File: config.mk
export PLATFORM = sky130hd
export DESIGN_NAME = tcs_controller
export DESIGN_NICKNAME = d
export VERILOG_FILES = /design/src/hdl/tcs_pkg.sv /design/src/hdl/tcs_controller.sv
export VERILOG_INCLUDE_DIRS = /design/src /design/src/hdl
export SDC_FILE = /design/constraint.sdc
export NUM_CORES = 1
export LEC_CHECK = 0
export BUFFER_PORTS_ARGS = -buffer_cell sky130_fd_sc_hd__buf_2
export CORE_MARGIN = 2
export CORE_UTILIZATION = 35
export DETAILED_ROUTE_END_ITERATION = 10
export GPL_TIMING_DRIVEN = 0
export PLACE_DENSITY = 0.57
export SKIP_LAST_GASP = 1
export SYNTH_ARGS = -nofsm -noshare
export SYNTH_HDL_FRONTEND = slang
export SYNTH_SLANG_ARGS = --single-unit
File: constraint.sdc
create_clock -name clk -period 4.1 [get_ports clk]
set_clock_uncertainty 0.2 [all_clocks]
set_input_delay 0.41 -clock clk [delete_from_list [all_inputs] [get_ports clk]]
set_output_delay 0.41 -clock clk [all_outputs]
set_load 0.05 [all_outputs]
File: src/hdl/topk_categorical_sampler_assert.svh
// assertion macros for the top-k sampler
`ifndef TOPK_CATEGORICAL_SAMPLER_ASSERT_SVH
`define TOPK_CATEGORICAL_SAMPLER_ASSERT_SVH
`ifndef SYNTH
// property that holds at every clock edge out of reset
`define TCS_ASSERT(label, clk, rst_n, prop) \
    label: assert property (@(posedge clk) disable iff (!rst_n) prop) \
        else $error("tcs assertion failed");
// condition that never holds out of reset
`define TCS_ASSERT_NEVER(label, clk, rst_n, cond) \
    label: assert property (@(posedge clk) disable iff (!rst_n) !(cond)) \
        else $error("tcs assertion failed");
`else
`define TCS_ASSERT(label, clk, rst_n, prop)
`define TCS_ASSERT_NEVER(label, clk, rst_n, cond)
`endif
`endif

File: src/hdl/tcs_pkg.sv
`default_nettype none
package tcs_pkg;

    localparam int TOKEN_W  = 12;
    localparam int CHOSEN_W = 15;
    localparam int TOPK_W   = 13;
    localparam int CFG_W    = 64;
    localparam int CFG_IDX_W = 2;
    localparam int U_W      = 24;

    // register indexes
    localparam logic [CFG_IDX_W-1:0] CFG_TOPK_ENABLE   = 2'd0;
    localparam logic [CFG_IDX_W-1:0] CFG_TOP_K         = 2'd1;
    localparam logic [CFG_IDX_W-1:0] CFG_RNG_SEED      = 2'd2;
    localparam logic [CFG_IDX_W-1:0] CFG_RNG_INCREMENT = 2'd3;

    // pcg32 constants
    localparam logic [63:0] PCG_MULT = 64'h5851_F42D_4C95_7F2D;
    localparam int PCG_XS_SHIFT  = 18;
    localparam int PCG_OUT_SHIFT = 27;
    localparam int PCG_ROT_SHIFT = 59;

    typedef enum logic [1:0] {
        STATUS_OK         = 2'd0,
        STATUS_TOTAL_ZERO = 2'd1,
        STATUS_TOPK_ZERO  = 2'd2,
        STATUS_OVERFLOW   = 2'd3
    } status_t;

    typedef enum logic [1:0] {
        MUL_LL  = 2'd0,
        MUL_LH  = 2'd1,
        MUL_HL  = 2'd2,
        MUL_THR = 2'd3
    } mul_phase_t;

    // commands from controller to datapath
    typedef struct packed {
        logic       wr_item;
        logic       rd;
        logic       take_first;
        logic       take_best;
        logic       swap_far;
        logic       swap_near;
        logic       acc_clear;
        logic       acc_add;
        logic       total_load;
        logic       mul_go;
        mul_phase_t mul_phase;
        logic       smp_step;
        logic       res_clear;
        logic       out_load;
    } dp_cmd_t;

    // status from datapath to controller
    typedef struct packed {
        logic greater;
        logic reached;
        logic total_zero;
    } dp_stat_t;

endpackage
`default_nettype wire

File: src/hdl/tcs_controller.sv
`default_nettype none
`include "topk_categorical_sampler_assert.svh"
module tcs_controller #(
    parameter int MAX_VOCAB = 4096,
    parameter int ADDR_W    = 12,
    parameter int CNT_W     = 13
) (
    input  wire                             clk,
    input  wire                             rst_n,
    input  wire logic                       in_valid,
    input  wire logic                       in_is_last,
    output logic                            in_ready,
    output logic                            out_valid,
    input  wire logic                       out_ready,
    output logic [1:0]                      out_status,
    input  wire logic                       cfg_write,
    input  wire logic [tcs_pkg::CFG_IDX_W-1:0] cfg_index,
    input  wire logic [tcs_pkg::CFG_W-1:0]  cfg_data,
    input  wire tcs_pkg::dp_stat_t          stat,
    output tcs_pkg::dp_cmd_t                cmd,
    output logic [ADDR_W-1:0]               addr
);
    import tcs_pkg::*;

    typedef enum logic [3:0] {
        S_IDLE, S_CHECK, S_SI_RD, S_SI_TAKE, S_SJ_RD, S_SJ_CMP, S_SWAP_FAR, S_SWAP_NEAR,
        S_SUM_RD, S_SUM_ADD, S_TOTAL, S_TCHK, S_MUL1, S_MUL2, S_THR, S_SMP_RD
    } state_t;

    localparam logic [CNT_W-1:0] FULL = CNT_W'(MAX_VOCAB);

    state_t            state_reg, state_next;
    logic [CNT_W-1:0]  n_reg, n_next;
    logic [CNT_W-1:0]  k_reg, k_next;
    logic [CNT_W-1:0]  i_reg, i_next;
    logic [CNT_W-1:0]  j_reg, j_next;
    logic              ovf_reg, ovf_next;
    status_t           status_reg, status_next;
    status_t           out_status_reg, out_status_next;
    logic              out_valid_reg, out_valid_next;
    logic              topk_en_reg, topk_en_next;
    logic [TOPK_W-1:0] top_k_reg, top_k_next;
    logic              smp_wait_reg, smp_wait_next;
    logic [CNT_W-1:0]  i_inc;
    logic [CNT_W-1:0]  j_inc;

    assign i_inc = i_reg + CNT_W'(1);
    assign j_inc = j_reg + CNT_W'(1);

    assign in_ready   = state_reg == S_IDLE;
    assign out_valid  = out_valid_reg;
    assign out_status = out_status_reg;

    // next state, counters and datapath commands
    always_comb
    begin
        state_next      = state_reg;
        n_next          = n_reg;
        k_next          = k_reg;
        i_next          = i_reg;
        j_next          = j_reg;
        ovf_next        = ovf_reg;
        status_next     = status_reg;
        out_status_next = out_status_reg;
        out_valid_next  = out_valid_reg;
        topk_en_next    = topk_en_reg;
        top_k_next      = top_k_reg;
        smp_wait_next   = smp_wait_reg;
        cmd             = '0;
        cmd.mul_phase   = MUL_LL;
        addr            = i_reg[ADDR_W-1:0];

        if (out_valid_reg && out_ready)
        begin
            out_valid_next = 1'b0;
        end
        if (cfg_write && cfg_index == CFG_TOPK_ENABLE)
        begin
            topk_en_next = cfg_data[0];
        end
        if (cfg_write && cfg_index == CFG_TOP_K)
        begin
            top_k_next = cfg_data[TOPK_W-1:0];
        end

        case (state_reg)
            S_IDLE:
            begin
                addr = n_reg[ADDR_W-1:0];
                if (in_valid)
                begin
                    if (n_reg < FULL)
                    begin
                        cmd.wr_item = 1'b1;
                        n_next      = n_reg + CNT_W'(1);
                    end
                    else
                    begin
                        ovf_next = 1'b1;
                    end
                    if (in_is_last)
                    begin
                        state_next = S_CHECK;
                    end
                end
            end
            S_CHECK:
            begin
                i_next        = '0;
                cmd.acc_clear = 1'b1;
                if (ovf_reg)
                begin
                    status_next   = STATUS_OVERFLOW;
                    cmd.res_clear = 1'b1;
                    smp_wait_next = 1'b1;
                    state_next    = S_SMP_RD;
                end
                else if (topk_en_reg && top_k_reg == '0)
                begin
                    status_next   = STATUS_TOPK_ZERO;
                    cmd.res_clear = 1'b1;
                    smp_wait_next = 1'b1;
                    state_next    = S_SMP_RD;
                end
                else
                begin
                    status_next = STATUS_OK;
                    if (topk_en_reg && 32'(top_k_reg) < 32'(n_reg))
                    begin
                        k_next = CNT_W'(top_k_reg);
                    end
                    else
                    begin
                        k_next = n_reg;
                    end
                    state_next = topk_en_reg ? S_SI_RD : S_SUM_RD;
                end
            end
            S_SI_RD:
            begin
                cmd.rd     = 1'b1;
                state_next = S_SI_TAKE;
            end
            S_SI_TAKE:
            begin
                cmd.take_first = 1'b1;
                if (i_inc == n_reg)
                begin
                    i_next     = '0;
                    state_next = S_SUM_RD;
                end
                else
                begin
                    j_next     = i_inc;
                    state_next = S_SJ_RD;
                end
            end
            S_SJ_RD:
            begin
                addr       = j_reg[ADDR_W-1:0];
                cmd.rd     = 1'b1;
                state_next = S_SJ_CMP;
            end
            S_SJ_CMP:
            begin
                cmd.take_best = stat.greater;
                if (j_inc == n_reg)
                begin
                    state_next = S_SWAP_FAR;
                end
                else
                begin
                    j_next     = j_inc;
                    state_next = S_SJ_RD;
                end
            end
            S_SWAP_FAR:
            begin
                cmd.swap_far = 1'b1;
                state_next   = S_SWAP_NEAR;
            end
            S_SWAP_NEAR:
            begin
                cmd.swap_near = 1'b1;
                if (i_inc == k_reg)
                begin
                    i_next     = '0;
                    state_next = S_SUM_RD;
                end
                else
                begin
                    i_next     = i_inc;
                    state_next = S_SI_RD;
                end
            end
            S_SUM_RD:
            begin
                cmd.rd     = 1'b1;
                state_next = S_SUM_ADD;
            end
            S_SUM_ADD:
            begin
                cmd.acc_add = 1'b1;
                if (i_inc == k_reg)
                begin
                    state_next = S_TOTAL;
                end
                else
                begin
                    i_next     = i_inc;
                    state_next = S_SUM_RD;
                end
            end
            S_TOTAL:
            begin
                cmd.total_load = 1'b1;
                cmd.acc_clear  = 1'b1;
                state_next     = S_TCHK;
            end
            S_TCHK:
            begin
                if (stat.total_zero)
                begin
                    status_next   = STATUS_TOTAL_ZERO;
                    cmd.res_clear = 1'b1;
                    smp_wait_next = 1'b1;
                    state_next    = S_SMP_RD;
                end
                else
                begin
                    cmd.mul_go    = 1'b1;
                    cmd.mul_phase = MUL_LL;
                    state_next    = S_MUL1;
                end
            end
            S_MUL1:
            begin
                cmd.mul_go    = 1'b1;
                cmd.mul_phase = MUL_LH;
                state_next    = S_MUL2;
            end
            S_MUL2:
            begin
                cmd.mul_go    = 1'b1;
                cmd.mul_phase = MUL_HL;
                state_next    = S_THR;
            end
            S_THR:
            begin
                cmd.mul_go    = 1'b1;
                cmd.mul_phase = MUL_THR;
                i_next        = '0;
                j_next        = '0;
                state_next    = S_SMP_RD;
            end
            S_SMP_RD:
            begin
                // smp_wait set: result ready, wait for the output register
                if (smp_wait_reg)
                begin
                    if (!out_valid_reg || out_ready)
                    begin
                        cmd.out_load    = 1'b1;
                        out_valid_next  = 1'b1;
                        out_status_next = status_reg;
                        n_next          = '0;
                        ovf_next        = 1'b0;
                        smp_wait_next   = 1'b0;
                        state_next      = S_IDLE;
                    end
                end
                else if (j_reg == '0)
                begin
                    cmd.rd = 1'b1;
                    j_next = CNT_W'(1);
                end
                else
                begin
                    cmd.smp_step = 1'b1;
                    j_next       = '0;
                    if (stat.reached)
                    begin
                        smp_wait_next = 1'b1;
                    end
                    else
                    begin
                        i_next = i_inc;
                    end
                end
            end
            default:
            begin
                state_next = S_IDLE;
            end
        endcase
    end

    // state and registered outputs
    always_ff @(posedge clk or negedge rst_n)
    begin
        if (!rst_n)
        begin
            state_reg      <= S_IDLE;
            n_reg          <= '0;
            k_reg          <= '0;
            i_reg          <= '0;
            j_reg          <= '0;
            ovf_reg        <= 1'b0;
            status_reg     <= STATUS_OK;
            out_status_reg <= STATUS_OK;
            out_valid_reg  <= 1'b0;
            topk_en_reg    <= 1'b0;
            top_k_reg      <= TOPK_W'(1);
            smp_wait_reg   <= 1'b0;
        end
        else
        begin
            state_reg      <= state_next;
            n_reg          <= n_next;
            k_reg          <= k_next;
            i_reg          <= i_next;
            j_reg          <= j_next;
            ovf_reg        <= ovf_next;
            status_reg     <= status_next;
            out_status_reg <= out_status_next;
            out_valid_reg  <= out_valid_next;
            topk_en_reg    <= topk_en_next;
            top_k_reg      <= top_k_next;
            smp_wait_reg   <= smp_wait_next;
        end
    end

    `TCS_ASSERT(a_count_bound, clk, rst_n, n_reg <= FULL)
    `TCS_ASSERT(a_ovf_full, clk, rst_n, ovf_reg |-> n_reg == FULL)
    `TCS_ASSERT(a_scan_range, clk, rst_n, (state_reg == S_SJ_CMP) |-> (j_reg < n_reg && i_reg < k_reg))
    `TCS_ASSERT_NEVER(a_keep_over, clk, rst_n, state_reg == S_SUM_ADD && k_reg > n_reg)

endmodule
`default_nettype wire

==> Word-level counts from Yosys, hierarchy flattened <==
Index checks and enable logic that the tools add are counted.
{ "op_classes": {"add_sub_neg": 3, "order_cmp": 2, "n_eq_ne": 34, "mux": 78, "bitwise": 2, "n_reduce_logical": 28} }
{ "ops": {"columns": ["op", "count"], "rows": [
  ["13-bit two-way mux", 14],
  ["13-bit case mux with 5 select lines", 1],
  ["4-bit case mux with 16 select lines", 1],
  ["13-bit case mux with 4 select lines", 1],
  ["13-bit by 1-bit adder with 13-bit output, second input constant", 3],
  ["13-bit == test", 3],
  ["1-bit two-way mux", 37],
  ["4-bit two-way mux", 9],
  ["4-bit == test, second input constant", 8],
  ["13-bit logical NOT", 2],
  ["2-bit inequality test, second input constant", 13],
  ["13-bit case mux with 2 select lines", 1],
  ["12-bit case mux with 2 select lines", 1],
  ["4-bit by 3-bit == test with 1-bit output, second input constant", 4],
  ["13-bit less-than comparator", 1],
  ["13-bit less-than comparator, second input constant", 1],
  ["2-bit two-way mux", 6],
  ["3-bit case mux with 4 select lines", 1],
  ["5-bit AND reduction", 2],
  ["3-bit AND reduction", 3],
  ["4-bit by 2-bit == test with 1-bit output, second input constant", 2],
  ["4-bit AND reduction", 2],
  ["1-bit case mux with 2 select lines", 3],
  ["6-bit AND reduction", 1],
  ["20 further kinds", 27]
]} }
{ "totals": {"ff_bits": 77, "input_bits": 75, "output_inout_bits": 31, "wordCells": 159} }

==> Logic depth before layout (Yosys ltp) <==
{ "depth": {"word_depth": 5, "mapped_depth": 11} }

==> Worst setup path after synthesis <==
Ideal clock, no wire load.
{ "synth_timing": {"kind": "flip-flop to flip-flop", "from": "reg state_reg[1]", "to": "reg j_reg[8]", "t_arrival_ps": 3046, "t_required_ps": 3777, "path_slack_ps": 731, "path_stages_with_launch": 10, "synth_period_minus_slack_ps": 3369, "cell_sequence": "dfrtp_1 > clkbuf_1 > nand2_1 > nor3_1 > o21ai_0 > a31oi_1 > o21ai_1 > clkbuf_1 > o21ai_0 > nand2_1"} }
{ "synth_via": {"elab_chain_len": 3} }
{ "synth_lines": {"columns": ["element", "line_no", "source"], "rows": [
  ["start, declared", "tcs_controller.sv:32", "state_t state_reg, state_next;"],
  ["start signal, assigned", "tcs_controller.sv:318", "state_reg <= state_next;"],
  ["4-bit == test (tied with other cells)", "tcs_controller.sv:86", "case (state_reg)"],
  ["4-bit nonzero test (no source line) or 2-bit inequality test (tied branches)", null, null],
  ["4-bit AND reduction (no source line)", null, null],
  ["end signal, assigned", "tcs_controller.sv:322", "j_reg <= j_next;"],
  ["end, declared", "tcs_controller.sv:36", "logic [CNT_W-1:0] j_reg, j_next;"]
]} }
Parallel ways exist; a longest one is shown, timed or not.
A chain may end at the register's enable or synchronous reset.

==> Worst setup path in the final report <==
{ "layout_timing": {"from": "reg i_reg[1]", "to": "reg i_reg[8]"} }
{ "layout_via": {"elab_chain_len": 5} }
{ "layout_lines": {"columns": ["element", "line_no", "source"], "rows": [
  ["start, declared", "tcs_controller.sv:35", "logic [CNT_W-1:0] i_reg, i_next;"],
  ["start signal, assigned", "tcs_controller.sv:321", "i_reg <= i_next;"],
  ["13-bit by 1-bit adder with 13-bit output *", "tcs_controller.sv:47", "assign i_inc = i_reg + CNT_W'(1);"],
  ["branches (longest 4 deep; another with 13-bit == test)", null, null]
]} }
Every way passes the cells marked *. The select of a mux whose other input is x is not followed.

==> impl_metrics.json <==
{
  "syn-num-nets": 820,
  "rows": 47,
  "synth_edf_count": 0,
  "clock.fmax_mhz": 258,
  "tritoncts": "done",
  "clock_latency_ps": 350,
  "grt_pass1_vias": 5546,
  "ys_warn_count": 0,
  "fin_nets": 889,
  "crit_path_cell_trace": "ha_1 > xnor2_2 > xnor2_1 > a311o_1 > a2111oi_0 > nand4_1 > buf_4 > a211o_1 > nand2b_1 > buf_4 > o41ai_2",
  "leakage_uw": 0.00293,
  "wl_mm": 19.0,
  "first_iter_violations": 716,
  "worstSetupEndpointType": "register",
  "ant_nets": 0,
  "final_common_cell": "dfrtp_1",
  "power_frac_seq": 0.459,
  "track_usage": 0.216,
  "ys_seq_area_frac": 0.323,
  "die_w_um": 135,
  "slew_headroom": 0.457,
  "slew_violations": 0,
  "async_flop_share": 1.00,
  "seq_area_um2": 1930,
  "p_total_uw": 1790,
  "clock-sinks": 77,
  "rrSetupSlack_ps": 220,
  "grt_pass1_wl_mm": 30.5,
  "r2r_start": "i_reg[1]$_DFFE_PN0P_",
  "cp_common_cell": "buf_4",
  "vias": 5931,
  "clockBufferDepth": 2,
  "finalHoldViolCount": 0,
  "drive_gt1_frac": 0.141,
  "cts_buffers": 9,
  "die_y_um": 135,
  "final_cell_mix": "76 x dfrtp_1, 75 x nor2_1, 62 x buf_2",
  "synth_cell_types": 70,
  "final_util": 0.414,
  "diodes": 0,
  "cpPeakStageDelay_ps": 530,
  "fillCellCount": 1728,
  "peakVddDrop_uv": 202,
  "cpMaxStageDelayCell": "a2111oi_0",
  "p_int_uw": 1340,
  "synth_area_um2": 5970,
  "tightestPinTransition_ps": 808,
  "p_clk_frac": 0.448,
  "worstPathRequired_ps": 4140,
  "synthCells": 729,
  "hp-start": "cfg_data[3]",
  "p_per_area_nw_per_um2": 259,
  "io_buffers": 54,
  "synthToLayoutAreaGrowth_pct": 15.4,
  "drt-pass1-iter-count": 6,
  "arrival_ps": 3920,
  "routabilityCongestion": 0.959,
  "min_path_type": "primary input to register",
  "antenna_found_initial": 0,
  "crit_type": "register to register",
  "multiInputGateArea_um2": 3670,
  "max_cap_violations": 0,
  "synth_seq_cells": 77,
  "finalCriticalPeriod_ps": 3880,
  "grt_max_degree": 64,
  "setup_viol_count_final": 0,
  "core_um2": 16600,
  "synthFlopType": "dfrtp_1",
  "vias_per_cell": 5.81,
  "htree_levels": 3,
  "crit_path_max_fanout": 10,
  "status": "finished, final reports clean",
  "drc": 0,
  "detail_route.wl_per_cell_um": 18.6,
  "p_comb_frac": 0.093,
  "swShare": 0.249,
  "rsz0062_at_grt": "false",
  "start_kind": "register",
  "avgSynthCellArea_um2": 8.18,
  "cts_root_buffer": "clkbuf_16",
  "fin_crit_sh": 0.945,
  "cts.clk_slew.worst_paths_ps": 60,
  "die-area_um2": 18100,
  "startpoint": "i_reg[1]$_DFFE_PN0P_",
  "p_switching_uw": 445,
  "dp_hpwl_mm": 14.5,
  "ios": 106,
  "overflow": 0,
  "start_util": 0.358
}
-- stage by stage --
step           worst slack (ps)  area, um2  hold WS (ps)  instances  TNS [ps]
2_1_floorplan               731       5970         -85.6        729         0
3_3_place_gp              -76.0       6510           290       1003      -584
3_5_place_dp              -72.8       6550          95.6       1005      -410
4_1_cts                     108       6860          80.7       1020         0
5_1_grt                    58.5       6880          82.0       1021         0
6_report                    224       6880          92.8       1021         0
-- critical path: cells and delay by family (launching register included) --
kind / cells / cell delay (ps)
compound gates: 4 / 1440
xor+xnor: 2 / 540
flops: 1 / 430
buf+inv: 2 / 420
simple gates: 2 / 400
fa+ha+maj: 1 / 340
-- metal layers --
layer  track usage  wire (um)  vias up
li1              -          -     2773
met1         0.309       8590     2818
met2         0.321       8190      294
met3        0.0432       1630       46
met4        0.0842        604        0
met5             0          0        -
-- cell usage after synthesis, types with 5 or more instances --
cell / count / area share
a21o_1: 6 / 0.0075
a21oi_1: 29 / 0.024
a222oi_1: 12 / 0.020
a31oi_1: 19 / 0.020
and2_1: 5 / 0.0052
and3_1: 6 / 0.0063
buf_2: 8 / 0.0067
clkbuf_1: 52 / 0.033
dfrtp_1: 76 / 0.32
ha_1: 16 / 0.034
inv_1: 36 / 0.023
mux2_2: 19 / 0.036
nand2_1: 46 / 0.029
nand2b_1: 16 / 0.017
nand3_1: 38 / 0.032
nand3b_1: 5 / 0.0063
nand4_1: 7 / 0.0073
nor2_1: 75 / 0.047
nor2b_1: 7 / 0.0073
nor3_1: 31 / 0.026
nor3b_1: 5 / 0.0063
nor4_1: 18 / 0.019
o21ai_0: 50 / 0.042
o21ai_1: 11 / 0.0092
o31ai_1: 5 / 0.0063
or3_1: 6 / 0.0063
xnor2_1: 35 / 0.051
xnor3_1: 7 / 0.026
xor2_1: 11 / 0.016
-- area by class of cell --
cell class,instances,share of cell area
multi-input combinational,552,0.534
sequential,77,0.280
timing repair buffer,58,0.0469
tap,220,0.0400
buffer,64,0.0374
clock buffer,10,0.0347
inverter,36,0.0196
clock inverter,4,0.00727
-- timing repair --
item / CTS / global route
hold buffers: 1 / 0
hold endpoints to repair: 14 / 0
gates resized for setup: 3 / 2
pin swaps: 0 / 1
setup endpoints to repair: 13 / 22
buffers inserted: 0 / 1
-- final timing paths --
kind,endpoint,cells after the start
worst max-delay path,i_reg[8]$_DFFE_PN0P_,11
worst min-delay path,top_k_reg[3]$_DFFE_PN0P_,2
worst max register to register,i_reg[8]$_DFFE_PN0P_,11
worst min register to register,out_status[0]$_DFFE_PN0P_,1
max in group asynchronous,top_k_reg[0]$_DFFE_PN1P_,3
min in group asynchronous,j_reg[7]$_DFFE_PN0P_,2
-- power groups by stage --
stage	clock network, uW	registers [uW]	logic, uW
2_1_floorplan	0	820	109
3_3_place_gp	0	834	161
3_5_place_dp	0	835	167
4_1_cts	817	821	169
5_1_grt	845	824	193
6_report	799	820	166
-- logic make-up (layout without fill, tap and decap cells) --
kind of cell               count (synthesis)  in the layout  synth area share
buffers and inverters                    100            172            0.0659
muxes                                     20             20            0.0375
xor gates and xnor gates                  53             53            0.0940
adders and majority gates                 16             16            0.0336
and+or+nand+nor                          278            278             0.237
DFF                                       77             77             0.323
AOI/OAI and AO/OA                        185            185             0.209
Note: power is estimated with default switching activity, not from simulation.
